### src/design/fpc_pkg.sv
`timescale 1ns / 1ps
// ----------------------------------------------------------------------------
// fpc_pkg - shared types and constants of the four-packed-code line encoder
// Item kinds, result status codes, the sequencer states and the base-85
// character map used by the encoder and its divider unit.
// ----------------------------------------------------------------------------
package fpc_pkg;

    // default line data limit
    localparam int unsigned DEF_MAX_LINE_DATA = 248;

    // highest end address a line may reach
    localparam logic [32:0] LIMIT_64K = 33'h1_0000;

    // divide by 85: q = (w * RECIP_85) >> RECIP_SHIFT is exact for 32-bit w
    localparam logic [31:0] RECIP_85    = 32'd3233857729;
    localparam int unsigned RECIP_SHIFT = 38;
    localparam logic [6:0]  B85_DIVISOR = 7'd85;

    // character for digit zero
    localparam logic [6:0] CHAR_PCT = 7'd37;

    // item kinds
    typedef enum logic [1:0] {
        KIND_BEGIN = 2'd0,
        KIND_DATA  = 2'd1,
        KIND_END   = 2'd2,
        KIND_START = 2'd3
    } t_kind;

    // result status codes
    typedef enum logic [1:0] {
        ST_OK         = 2'd0,
        ST_TOO_LONG   = 2'd1,
        ST_BEYOND_64K = 2'd2
    } t_status;

    // which group of a line is being produced
    typedef enum logic [1:0] {
        G_HDR0 = 2'd0,
        G_HDR1 = 2'd1,
        G_DATA = 2'd2
    } t_grp;

    // line sequencer states
    typedef enum logic [2:0] {
        S_IDLE = 3'd0,
        S_HDR  = 3'd1,
        S_WAIT = 3'd2,
        S_RD   = 3'd3,
        S_CAP  = 3'd4
    } t_state;

    // five characters, element 4 is the most significant
    typedef logic [4:0][6:0] t_chars;

    // divider unit status towards the sequencer
    typedef struct packed {
        logic   done;
        t_chars chars;
    } t_div_out;

    // base-85 digit to character, skipping '*'
    function automatic logic [6:0] b85_char(input logic [6:0] k);
        return (k < 7'd5) ? (k + 7'd37) : (k + 7'd38);
    endfunction

endpackage

### src/design/fpc_line_mem.sv
`timescale 1ns / 1ps
// ----------------------------------------------------------------------------
// fpc_line_mem - line data store
// Single write port, single registered read port holding the data bytes of
// the line being assembled.
// ----------------------------------------------------------------------------
module fpc_line_mem #(
    parameter int unsigned DEPTH = 248,
    parameter int unsigned AW    = 8
) (
    input  logic          i_clk,
    input  logic          i_we,
    input  logic [AW-1:0] i_waddr,
    input  logic [7:0]    i_wdata,
    input  logic [AW-1:0] i_raddr,
    output logic [7:0]    o_rdata
);

    logic [7:0] r_mem [DEPTH];
    logic [7:0] r_rdata;

    // write one byte
    always_ff @(posedge i_clk) begin
        if (i_we) begin
            r_mem[i_waddr] <= i_wdata;
        end
    end

    // registered read
    always_ff @(posedge i_clk) begin
        r_rdata <= r_mem[i_raddr];
    end

    assign o_rdata = r_rdata;

endmodule

### src/design/fpc_div85.sv
`timescale 1ns / 1ps
// ----------------------------------------------------------------------------
// fpc_div85 - iterative base-85 digit unit
// Splits a 32-bit word into five base-85 characters, least significant
// digit first, each by a reciprocal multiply, then a remainder step.
// ----------------------------------------------------------------------------
module fpc_div85
    import fpc_pkg::*;
(
    input  logic        i_clk,
    input  logic        i_rst_n,
    input  logic        i_go,
    input  logic [31:0] i_word,
    output t_div_out    o_div
);

    localparam int unsigned QW = 64 - RECIP_SHIFT;

    logic          r_busy;
    logic          r_sub;
    logic [2:0]    r_cnt;
    logic          r_done;
    logic [31:0]   r_w;
    logic [63:0]   r_prod;
    t_chars        r_chars;

    logic [QW-1:0] w_quot;
    logic [6:0]    w_qx85;
    logic [6:0]    w_diff;

    // quotient from the registered product, remainder by back-multiply
    // (the remainder is below 128, so seven bits of the product suffice)
    assign w_quot = r_prod[63:RECIP_SHIFT];
    assign w_qx85 = w_quot[6:0] * B85_DIVISOR;
    assign w_diff = r_w[6:0] - w_qx85;

    // sequence the five digit steps
    always_ff @(posedge i_clk) begin
        if (!i_rst_n) begin
            r_busy <= 1'b0;
            r_sub  <= 1'b0;
            r_cnt  <= 3'd0;
            r_done <= 1'b0;
        end else begin
            r_done <= 1'b0;
            if (i_go) begin
                r_busy <= 1'b1;
                r_sub  <= 1'b0;
                r_cnt  <= 3'd0;
            end else if (r_busy) begin
                if (!r_sub) begin
                    r_sub <= 1'b1;
                end else begin
                    r_sub <= 1'b0;
                    r_cnt <= r_cnt + 3'd1;
                    if (r_cnt == 3'd4) begin
                        r_busy <= 1'b0;
                        r_done <= 1'b1;
                    end
                end
            end
        end
    end

    // multiply, then take the digit and carry the quotient forward
    always_ff @(posedge i_clk) begin
        if (i_go) begin
            r_w <= i_word;
        end else if (r_busy && !r_sub) begin
            r_prod <= r_w * RECIP_85;
        end else if (r_busy && r_sub) begin
            r_w     <= {{(32-QW){1'b0}}, w_quot};
            r_chars <= {b85_char(w_diff), r_chars[4:1]};
        end
    end

    assign o_div.done  = r_done;
    assign o_div.chars = r_chars;

endmodule

### src/design/four_packed_code_line_encoder.sv
`timescale 1ns / 1ps
// ----------------------------------------------------------------------------
// four_packed_code_line_encoder - base-85 load file line encoder
// Collects a line of data bytes, then emits its header and data as groups
// of five base-85 characters; also emits start-address records.
// ----------------------------------------------------------------------------
//  channel   | handshake                | payload
//  ----------+--------------------------+-------------------------------------
//  item in   | start / busy             | i_kind, i_address, i_data_byte
//  result    | o_strobe (one cycle)     | o_char_one..five, o_line_start,
//            |                          | o_line_end, o_last, o_status
//  config    | i_cfg_we                 | i_cfg_data (suppress start record)
//
//  Begin and data-byte items do not raise busy, nor do error results and the
//  start record at address zero. A line holds busy over its two header groups
//  and each data group; a data group takes four reads of the line store, a pass
//  through the shared divide-by-85 unit and a step to take its digits. A start
//  record at a nonzero address is a data-less line.
//  Reset clears the line state and the register; the store needs no clear.
//  Results cannot be stalled; busy is high while a line is being emitted.
// ----------------------------------------------------------------------------
module four_packed_code_line_encoder
    import fpc_pkg::*;
#(
    parameter int unsigned MAX_LINE_DATA = DEF_MAX_LINE_DATA
) (
    input  logic        i_clk,
    input  logic        i_rst_n,
    input  logic        start,
    output logic        busy,
    input  logic [1:0]  i_kind,
    input  logic [31:0] i_address,
    input  logic [7:0]  i_data_byte,
    input  logic        i_cfg_we,
    input  logic        i_cfg_data,
    output logic        o_strobe,
    output logic [6:0]  o_char_one,
    output logic [6:0]  o_char_two,
    output logic [6:0]  o_char_three,
    output logic [6:0]  o_char_four,
    output logic [6:0]  o_char_five,
    output logic        o_line_start,
    output logic        o_line_end,
    output logic        o_last,
    output logic [1:0]  o_status
);

    localparam int unsigned AW = $clog2(MAX_LINE_DATA);
    localparam int unsigned CW = $clog2(MAX_LINE_DATA + 1);
    localparam int unsigned IW = $clog2(MAX_LINE_DATA + 4);

    // control
    t_state          r_state, n_state;
    logic            r_suppress;
    logic [CW-1:0]   r_count;
    logic            r_ovf;
    logic            r_strobe;
    t_grp            r_gsel;
    logic            r_last_grp;
    logic [IW-1:0]   r_idx;
    logic [1:0]      r_bsel;

    // payload
    logic [31:0]     r_line_addr;
    logic [7:0]      r_sum;
    logic [31:0]     r_em_addr;
    logic [CW-1:0]   r_em_count;
    logic [7:0]      r_em_sum;
    logic [31:0]     r_word;
    t_chars          r_chars;
    logic            r_start_f;
    logic            r_end_f;
    logic            r_last_f;
    logic [1:0]      r_status;

    logic            w_accept;
    t_kind           w_kind;
    logic            w_full;
    logic            w_beyond;
    logic            w_we;
    logic [7:0]      w_rdata;
    logic [7:0]      w_byte;
    logic [7:0]      w_len;
    logic [7:0]      w_hsum;
    logic [7:0]      w_ck;
    logic            w_go;
    logic [31:0]     w_go_word;
    t_div_out        w_div;
    logic            w_out_load;
    t_chars          w_out_chars;
    logic            w_out_start;
    logic            w_out_end;
    t_status         w_out_status;

    assign busy     = (r_state != S_IDLE);
    assign w_accept = start && !busy;
    assign w_kind   = t_kind'(i_kind);
    assign w_full   = (r_count == CW'(MAX_LINE_DATA));
    assign w_beyond = ({1'b0, r_line_addr} + 33'(r_count)) > LIMIT_64K;
    assign w_we     = w_accept && (w_kind == KIND_DATA) && !w_full;

    // header bytes: length and negated byte sum
    assign w_len  = 8'(r_em_count) + 8'd4;
    assign w_hsum = r_em_sum + w_len + r_em_addr[31:24] + r_em_addr[23:16]
                  + r_em_addr[15:8] + r_em_addr[7:0];
    assign w_ck   = 8'd0 - w_hsum;

    // zero the padding past the end of the data
    assign w_byte = (r_idx < IW'(r_em_count)) ? w_rdata : 8'd0;

    fpc_line_mem #(
        .DEPTH (MAX_LINE_DATA),
        .AW    (AW)
    ) u_mem (
        .i_clk   (i_clk),
        .i_we    (w_we),
        .i_waddr (r_count[AW-1:0]),
        .i_wdata (i_data_byte),
        .i_raddr (r_idx[AW-1:0]),
        .o_rdata (w_rdata)
    );

    fpc_div85 u_div (
        .i_clk   (i_clk),
        .i_rst_n (i_rst_n),
        .i_go    (w_go),
        .i_word  (w_go_word),
        .o_div   (w_div)
    );

    // next state
    always_comb begin
        n_state = r_state;
        case (r_state)
            S_IDLE: begin
                if (w_accept && (w_kind == KIND_END) && !r_ovf && !w_beyond) begin
                    n_state = S_HDR;
                end else if (w_accept && (w_kind == KIND_START) && !r_suppress
                             && (i_address != 32'd0)) begin
                    n_state = S_HDR;
                end
            end
            S_HDR: begin
                n_state = S_WAIT;
            end
            S_WAIT: begin
                if (w_div.done) begin
                    if (r_last_grp) begin
                        n_state = S_IDLE;
                    end else if (r_gsel != G_HDR0) begin
                        n_state = S_RD;
                    end
                end
            end
            S_RD: begin
                n_state = S_CAP;
            end
            S_CAP: begin
                if (r_bsel == 2'd3) begin
                    n_state = S_WAIT;
                end else begin
                    n_state = S_RD;
                end
            end
            default: begin
                n_state = S_IDLE;
            end
        endcase
    end

    // divider launches and result loads
    always_comb begin
        w_go         = 1'b0;
        w_go_word    = {w_ck, w_len, 16'h0000};
        w_out_load   = 1'b0;
        w_out_chars  = w_div.chars;
        w_out_start  = 1'b0;
        w_out_end    = 1'b0;
        w_out_status = ST_OK;
        case (r_state)
            S_IDLE: begin
                if (w_accept && (w_kind == KIND_END)) begin
                    if (r_ovf) begin
                        w_out_load   = 1'b1;
                        w_out_chars  = '0;
                        w_out_status = ST_TOO_LONG;
                    end else if (w_beyond) begin
                        w_out_load   = 1'b1;
                        w_out_chars  = '0;
                        w_out_status = ST_BEYOND_64K;
                    end
                end else if (w_accept && (w_kind == KIND_START) && !r_suppress
                             && (i_address == 32'd0)) begin
                    w_out_load  = 1'b1;
                    w_out_chars = {5{CHAR_PCT}};
                    w_out_start = 1'b1;
                    w_out_end   = 1'b1;
                end
            end
            S_HDR: begin
                w_go = 1'b1;
            end
            S_WAIT: begin
                if (w_div.done) begin
                    w_out_load  = 1'b1;
                    w_out_start = (r_gsel == G_HDR0);
                    w_out_end   = r_last_grp;
                    if (!r_last_grp && (r_gsel == G_HDR0)) begin
                        w_go      = 1'b1;
                        w_go_word = r_em_addr;
                    end
                end
            end
            S_CAP: begin
                if (r_bsel == 2'd3) begin
                    w_go      = 1'b1;
                    w_go_word = {r_word[23:0], w_byte};
                end
            end
            default: begin
                w_go = 1'b0;
            end
        endcase
    end

    // control registers
    always_ff @(posedge i_clk) begin
        if (!i_rst_n) begin
            r_state    <= S_IDLE;
            r_suppress <= 1'b0;
            r_count    <= '0;
            r_ovf      <= 1'b0;
            r_strobe   <= 1'b0;
            r_gsel     <= G_HDR0;
            r_last_grp <= 1'b0;
            r_idx      <= '0;
            r_bsel     <= 2'd0;
        end else begin
            r_state  <= n_state;
            r_strobe <= w_out_load;
            if (i_cfg_we) begin
                r_suppress <= i_cfg_data;
            end
            // line collection
            if (w_accept) begin
                case (w_kind)
                    KIND_BEGIN, KIND_END: begin
                        r_count <= '0;
                        r_ovf   <= 1'b0;
                    end
                    KIND_DATA: begin
                        if (w_full) begin
                            r_ovf <= 1'b1;
                        end else begin
                            r_count <= r_count + CW'(1);
                        end
                    end
                    default: begin
                        r_ovf <= r_ovf;
                    end
                endcase
            end
            // group walk
            if (r_state == S_HDR) begin
                r_gsel     <= G_HDR0;
                r_last_grp <= 1'b0;
                r_idx      <= '0;
                r_bsel     <= 2'd0;
            end else if ((r_state == S_WAIT) && w_div.done) begin
                if (r_gsel == G_HDR0) begin
                    r_gsel     <= G_HDR1;
                    r_last_grp <= (r_em_count == '0);
                end else begin
                    r_gsel <= G_DATA;
                end
            end else if (r_state == S_CAP) begin
                r_idx  <= r_idx + IW'(1);
                r_bsel <= r_bsel + 2'd1;
                if (r_bsel == 2'd3) begin
                    r_last_grp <= ((r_idx + IW'(1)) >= IW'(r_em_count));
                end
            end
        end
    end

    // payload registers
    always_ff @(posedge i_clk) begin
        if (!i_rst_n) begin
            r_line_addr <= 32'd0;
            r_sum       <= 8'd0;
        end else if (w_accept) begin
            case (w_kind)
                KIND_BEGIN: begin
                    r_line_addr <= i_address;
                    r_sum       <= 8'd0;
                end
                KIND_DATA: begin
                    if (!w_full) begin
                        r_sum <= r_sum + i_data_byte;
                    end
                end
                KIND_END: begin
                    r_sum <= 8'd0;
                end
                default: begin
                    r_sum <= r_sum;
                end
            endcase
        end
    end

    // snapshot the line to emit, assemble data words, hold the result
    always_ff @(posedge i_clk) begin
        if (w_accept && (w_kind == KIND_END)) begin
            r_em_addr  <= r_line_addr;
            r_em_count <= r_count;
            r_em_sum   <= r_sum;
        end else if (w_accept && (w_kind == KIND_START)) begin
            r_em_addr  <= i_address;
            r_em_count <= '0;
            r_em_sum   <= 8'd0;
        end
        if (r_state == S_CAP) begin
            r_word <= {r_word[23:0], w_byte};
        end
        if (w_out_load) begin
            r_chars   <= w_out_chars;
            r_start_f <= w_out_start;
            r_end_f   <= w_out_end;
            r_last_f  <= w_out_end || (w_out_status != ST_OK);
            r_status  <= w_out_status;
        end
    end

    assign o_strobe     = r_strobe;
    assign o_char_one   = r_chars[4];
    assign o_char_two   = r_chars[3];
    assign o_char_three = r_chars[2];
    assign o_char_four  = r_chars[1];
    assign o_char_five  = r_chars[0];
    assign o_line_start = r_start_f;
    assign o_line_end   = r_end_f;
    assign o_last       = r_last_f;
    assign o_status     = r_status;

endmodule

### config.mk
export PLATFORM = sky130hd
export DESIGN_NAME = four_packed_code_line_encoder
export DESIGN_NICKNAME = d
export VERILOG_FILES = /design/src/design/fpc_pkg.sv /design/src/design/fpc_line_mem.sv /design/src/design/fpc_div85.sv /design/src/design/four_packed_code_line_encoder.sv
export SDC_FILE = /design/constraint.sdc
export NUM_CORES = 2
export LEC_CHECK = 0
export BUFFER_PORTS_ARGS = -buffer_cell sky130_fd_sc_hd__buf_2
export CAP_MARGIN = 40
export CELL_PAD_IN_SITES_DETAIL_PLACEMENT = 0
export CELL_PAD_IN_SITES_GLOBAL_PLACEMENT = 1
export CORE_UTILIZATION = 55
export CTS_BUF_LIST = sky130_fd_sc_hd__clkbuf_4 sky130_fd_sc_hd__clkbuf_8 sky130_fd_sc_hd__clkbuf_16
export DETAILED_ROUTE_END_ITERATION = 6
export PLACE_DENSITY_LB_ADDON = 0.1
export SYNTH_ARGS = -nofsm -noshare
export SYNTH_HDL_FRONTEND = slang
export SYNTH_SLANG_ARGS = --single-unit
### constraint.sdc
create_clock -name i_clk -period 7.2 [get_ports i_clk]
set_clock_uncertainty 0.2 [all_clocks]
set_input_delay 1.08 -clock i_clk [delete_from_list [all_inputs] [get_ports i_clk]]
set_output_delay 1.08 -clock i_clk [all_outputs]
set_load 0.03 [all_outputs]
Word-level counts from Yosys, hierarchy flattened
Memory sizes are Yosys's and may differ from the RTL's. A register that Yosys moved wholly into a read port is not among the register bits.
Cells that the tools add are included.

operators by class
  $lt $le $gt $ge = 4
  $mul = 2
  mux-type cells = 64
  reduce and logical (&&, ||, !) cells = 50
  add/subtract/negate cells = 16
  equality and inequality tests = 17
  bitwise operators = 6

operator list
  cell                      number
  $mux W32                  8
  $mux W35                  5
  $mul A32 B32 Y64 const B  1
  $pmux W32 S2              1
  $add A8 B8 Y8             6
  $mux W8                   6
  $add A32 B8 Y33           1
  $gt A33 B17 Y1 const B    1
  $logic_not A32 Y1         1
  $pmux W8 S2               2
  $reduce_bool A32 Y1       1
  $mux W1                   25
  $add A8 B1 Y8 const B     2
  $mux W3                   5
  $pmux W3 S5               1
  $reduce_and A3 Y1         5
  $add A7 B6 Y7 const B     2
  $logic_and A1 B1 Y1       14
  $reduce_bool A2 Y1        7
  $mux W2                   5
  $reduce_and A2 Y1         5
  $add A8 B3 Y8 const B     1
  $eq A8 B8 Y1 const B      1
  $ge A8 B8 Y1              1
  27 further kinds          52

storage, ports and cells
  output and inout bits = 42
  bits of input ports = 47
  memories = 1
  register bits = 316
  bits in writable memories = 1,984

memory list
  name         words  bits a word  rd ports  clocked after memory_dff  write ports  RTL line            RTL
  u_mem.r_mem  248    8            1         1                         1            fpc_line_mem.sv:19  logic [7:0] r_mem [DEPTH];

Longest topological paths before layout
  depth in word-level cells = 11
  depth in mapped cells = 24

Hierarchy
Synthesis repeated with hierarchy kept, for this count alone.

unflattened totals
  cell total of the unflattened synthesis = 6,038
  area, all modules = 101,992.8 um2

modules (own cells, without submodules)
  module                         cells each  instances  area an instance (um2)
  fpc_line_mem                   3,623       1          77,410.5
  fpc_div85                      1,317       1          14,282.4
  four_packed_code_line_encoder  1,098       1          10,299.9

Least setup slack after synthesis
No wires, ideal clock.

  path type = reg-to-reg
  from = register u_div.r_w[10]
  to = register u_div.r_prod[62], data pin
  slack = 0.548 ns
  stages on the path, launching flop included = 22
  clock period less this slack = 6.652 ns
  arrival time = 6.194 ns
  setup time = 0.258 ns
  path buffers = 0
  cell sequence = edfxtp_1 ha_1 ha_1 fa_1 fa_1 inv_1 fa_1 inv_1 fa_1 fa_1 ha_1 ha_1 nand3_1 or4_1 or2_1 a211oi_1 a21oi_1 o21ai_1 a31oi_1 o21bai_1 a21oi_1 xnor2_1

on the way
  cells in the longest elaborated chain, start to end = 1

ends and longest elaborated chain
  what                    RTL line         RTL
  from (decl)             fpc_div85.sv:23  logic [31:0] r_w;
  from (signal assigned)  fpc_div85.sv:68  r_w <= i_word;
  from (signal assigned)  fpc_div85.sv:72  r_w <= {{(32-QW){1'b0}}, w_quot};
  $mul A32 B32 Y64        fpc_div85.sv:70  r_prod <= r_w * RECIP_85;
  to (signal assigned)    fpc_div85.sv:70
  to (decl)               fpc_div85.sv:24  logic [63:0] r_prod;

No other way between the ends.
A chain may end at the register's enable or synchronous reset.

Worst setup path in the final report
Same ends and word-level chain as after synthesis.

==> results.md <==
* Detail Route Antenna Nets at 0
* Die ar. at roughly 180000 µm²
* Final instance area at about 110000 µm²
* Die Span Y at 429 µm
* Global Route Usage Sum at 0.268
* Clock sink count at between 2000 and 2500
* Max stage delay on crit path at around 0.57 ns
* Synth Net Count at slightly above 6000
* Crit Path Category: flop to flop
* GPL Wtd Cong at around 0.90
* Non-filler cells, final at between 8000 and 9000
* Dpl hpwl at roughly 160000 µm
* Worst Path Required at 7.56 ns
* Synth area leader: edfxtp_1
* Initial antenna violation count at 5
* Hold_buf cts at 0
* Fin. Hold Viols at 0
* Post-DP Area at 104000 µm²
* Number of filler cells placed in the layout at 12900
* Top_reg_cell synth: edfxtp_1
* Most frequent cells after synthesis: edfxtp_1 (2189), mux4_2 (647), inv_1 (417)
* DR vias at approximately 50000
* Ranking of synthesized cells by area: edfxtp_1 (65%), mux4_2 (15%), ha_1 (4.8%), fa_1 (3.9%), dfxtp_1 (1.6%)
* Sequential cell area at between 60000 and 70000 µm²
* Fraction of layout cells with a size suffix above 1 at 0.215
* Hold slack final at 0.218 ns
* Drt first pass iters at 6
* FFs w/ async S/R, synth at 0
* WL final at around 240000 µm
* First-pass GRT wire length at 356000 µm
* Final worst path period need at 6.96 ns
* CTS tree: yes
* Routed wire length per instance at ~30 µm
* Max_slew headroom at 0.245
* R2R Path End: u_div.r_prod[62]
* Register bit total from synthesis at about 2300
* Crit end category: flop
* Num ports at between 80 and 90
* Die span in x at 429 µm
* YS warnings at 0
* Core Region at approximately 180000 µm²
* Root Driver: clkbuf_16
* Tightest Pin Transition at approximately 1.1 ns
* RSZ-0062 raised after global routing: false
* Placed cells at between 7000 and 8000
* DRC viols at 0
* Min-Delay Path Depth at 0
* Reg-to-reg startpoint: u_div.r_w[10]
* Cell mode on critical path: fa_1
* Clock Tree Buf Depth at 3
* Largest net degree at the start of global routing at 180
* Worst hold path class: flop to flop
* H-tree depth reported by CTS at 4
* Cell count after synthesis at 5489
* Slew Limit Fails at 0
* Status: finished clean
* Crit path arrival time at 7.32 ns
* Max-Cap Viols at 0
* EDFF count, synth at 2189
* Setup Viol. Count Final at 0
* R2R setup slack at approximately 0.24 ns
* Worst-path clk slew at around 0.060 ns
* Worst Setup Start Kind: flop
* Initial core utilization at 0.555
* DR iter-0 viols at 5086
* Final period utilization at 0.967
* Vias in the first global route at a little over 50000
* Post-synth top area share at 0.655
* Reg2Reg Depth at 22
* Top-count cell post-synth: edfxtp_1
* Vias/cell at ~6.1
* Count of cell types in the netlist at between 70 and 80
* Grt total ovfl at 0
* Cell Area, Synth at approximately 100000 µm²
* Fmax at between 100 and 150 MHz
* Row count at between 150 and 200
* CP Max Fanout at 3
* CTS Buf Count at roughly 220
* Register area share after synthesis at 0.671
* I/O Buffers at 88
* Area Overhead vs Synth at 11.3%
* Worst path slowest cell: or4_1
* Fin nets at roughly 6300
* Post-Syn Area per Cell at roughly 18 µm²
* Multi-input logic area at a little over 30000 µm²
* Later-pin clock latency in the skew report at 0.87 ns
* Critical-path cell list: ha_1 > ha_1 > fa_1 > fa_1 > inv_1 > fa_1 > inv_1 > fa_1 > fa_1 > ha_1 > ha_1 > nand3_1 > or4_1 > or2_1 > o22ai_1 > a21oi_2 > o21ai_2 > a31oi_1 > buf_4 > o21bai_1 > a21oi_1 > xnor2_1
* Hold path startpoint: u_div.o_div[31]
* Hold EP: u_div.o_div[24]
layer usage:
metal,track usage,wire length [µm]
met5,0,13
met4,0.0718,6400
met3,0.0374,14700
met2,0.443,122000
met1,0.378,100000
repair_timing:
| action | in CTS | in global routing |
|---|---|---|
| gates cloned | 0 | 0 |
| endpoints found under the setup margin | 1 | 3 |
| resized for setup | 1 | 4 |
| buffers inserted | 0 | 0 |
how the worst max path moves through the flow:
stage | from | to | slack (ns)
2_1_floorplan | u_div.r_w[10] | u_div.r_prod[62] | 0.55
3_3_place_gp | u_div.r_w[10] | u_div.r_prod[63] | 0.08
3_5_place_dp | u_div.r_w[11] | u_div.r_prod[63] | -0.04
4_1_cts | u_div.r_w[10] | u_div.r_prod[62] | 0.09
5_1_grt | u_div.r_w[10] | u_div.r_prod[57] | 0.02
6_report | u_div.r_w[10] | u_div.r_prod[62] | 0.24
flip-flops by register name, summed over array words and instances, names as in the netlist, 24 cells and up:
register,cells
u_div.r_prod,26
u_div.r_w,32
r_line_addr,32
r_word,24
u_mem.r_mem,1984
r_em_addr,32
u_div.o_div,35
placed cells by master, fill, tap and decap left out, types with 44 or more instances in the layout:
master / n
a21oi_1: 120
buf_2: 80
buf_4: 105
clkbuf_16: 225
clkbuf_4: 45
clkinv_1: 52
clkinv_2: 50
dfxtp_1: 75
edfxtp_1: 2189
fa_1: 198
ha_1: 388
inv_1: 417
mux4_2: 647
nand2_1: 282
nand3_1: 44
nor2_1: 352
o21ai_0: 48
xnor2_1: 67
through the flow:
step           setup TNS, ns   util  setup WS (ns)
2_1_floorplan              0      -          0.548
3_3_place_gp               0  0.574         0.0798
3_5_place_dp         -0.0363  0.577        -0.0363
4_1_cts                    0  0.618         0.0879
5_1_grt                    0  0.618         0.0200
6_report                   0  0.618          0.241
worst max-delay path, delay by kind of cell (launching register included):
kind                       cells  cell delay (ns)
adders and majority gates      9             3.71
and+or+nand+nor                3             1.00
AOI/OAI and AO/OA              6             0.97
DFF                            1             0.42
buffers and inverters          3             0.27
xor gates and xnor gates       1             0.12
cell type report:
class                           count  area share
Sequential cell                  2270       0.603
Inverter                          420      0.0141
Clock buffer                      277      0.0543
Antenna cell                        2   0.0000448
Tap cell                         2370      0.0265
Multi-Input combinational cell   2558       0.273
Timing Repair Buffer              225      0.0178
Clock inverter                    140      0.0115
kinds of logic (layout without fill, tap and decap cells):
group,count (synthesis),after routing,share of synthesized area
compound gates,348,348,0.0222
xor+xnor,104,104,0.00907
fa+ha+maj,586,586,0.0878
buf+inv,661,1062,0.0256
flops,2270,2270,0.671
mux,669,669,0.147
other cells,0,2,0
simple gates,851,851,0.0369
Power is not shown: default switching activity piles up to over one toggle a cycle in this logic, so the estimate is an artifact.
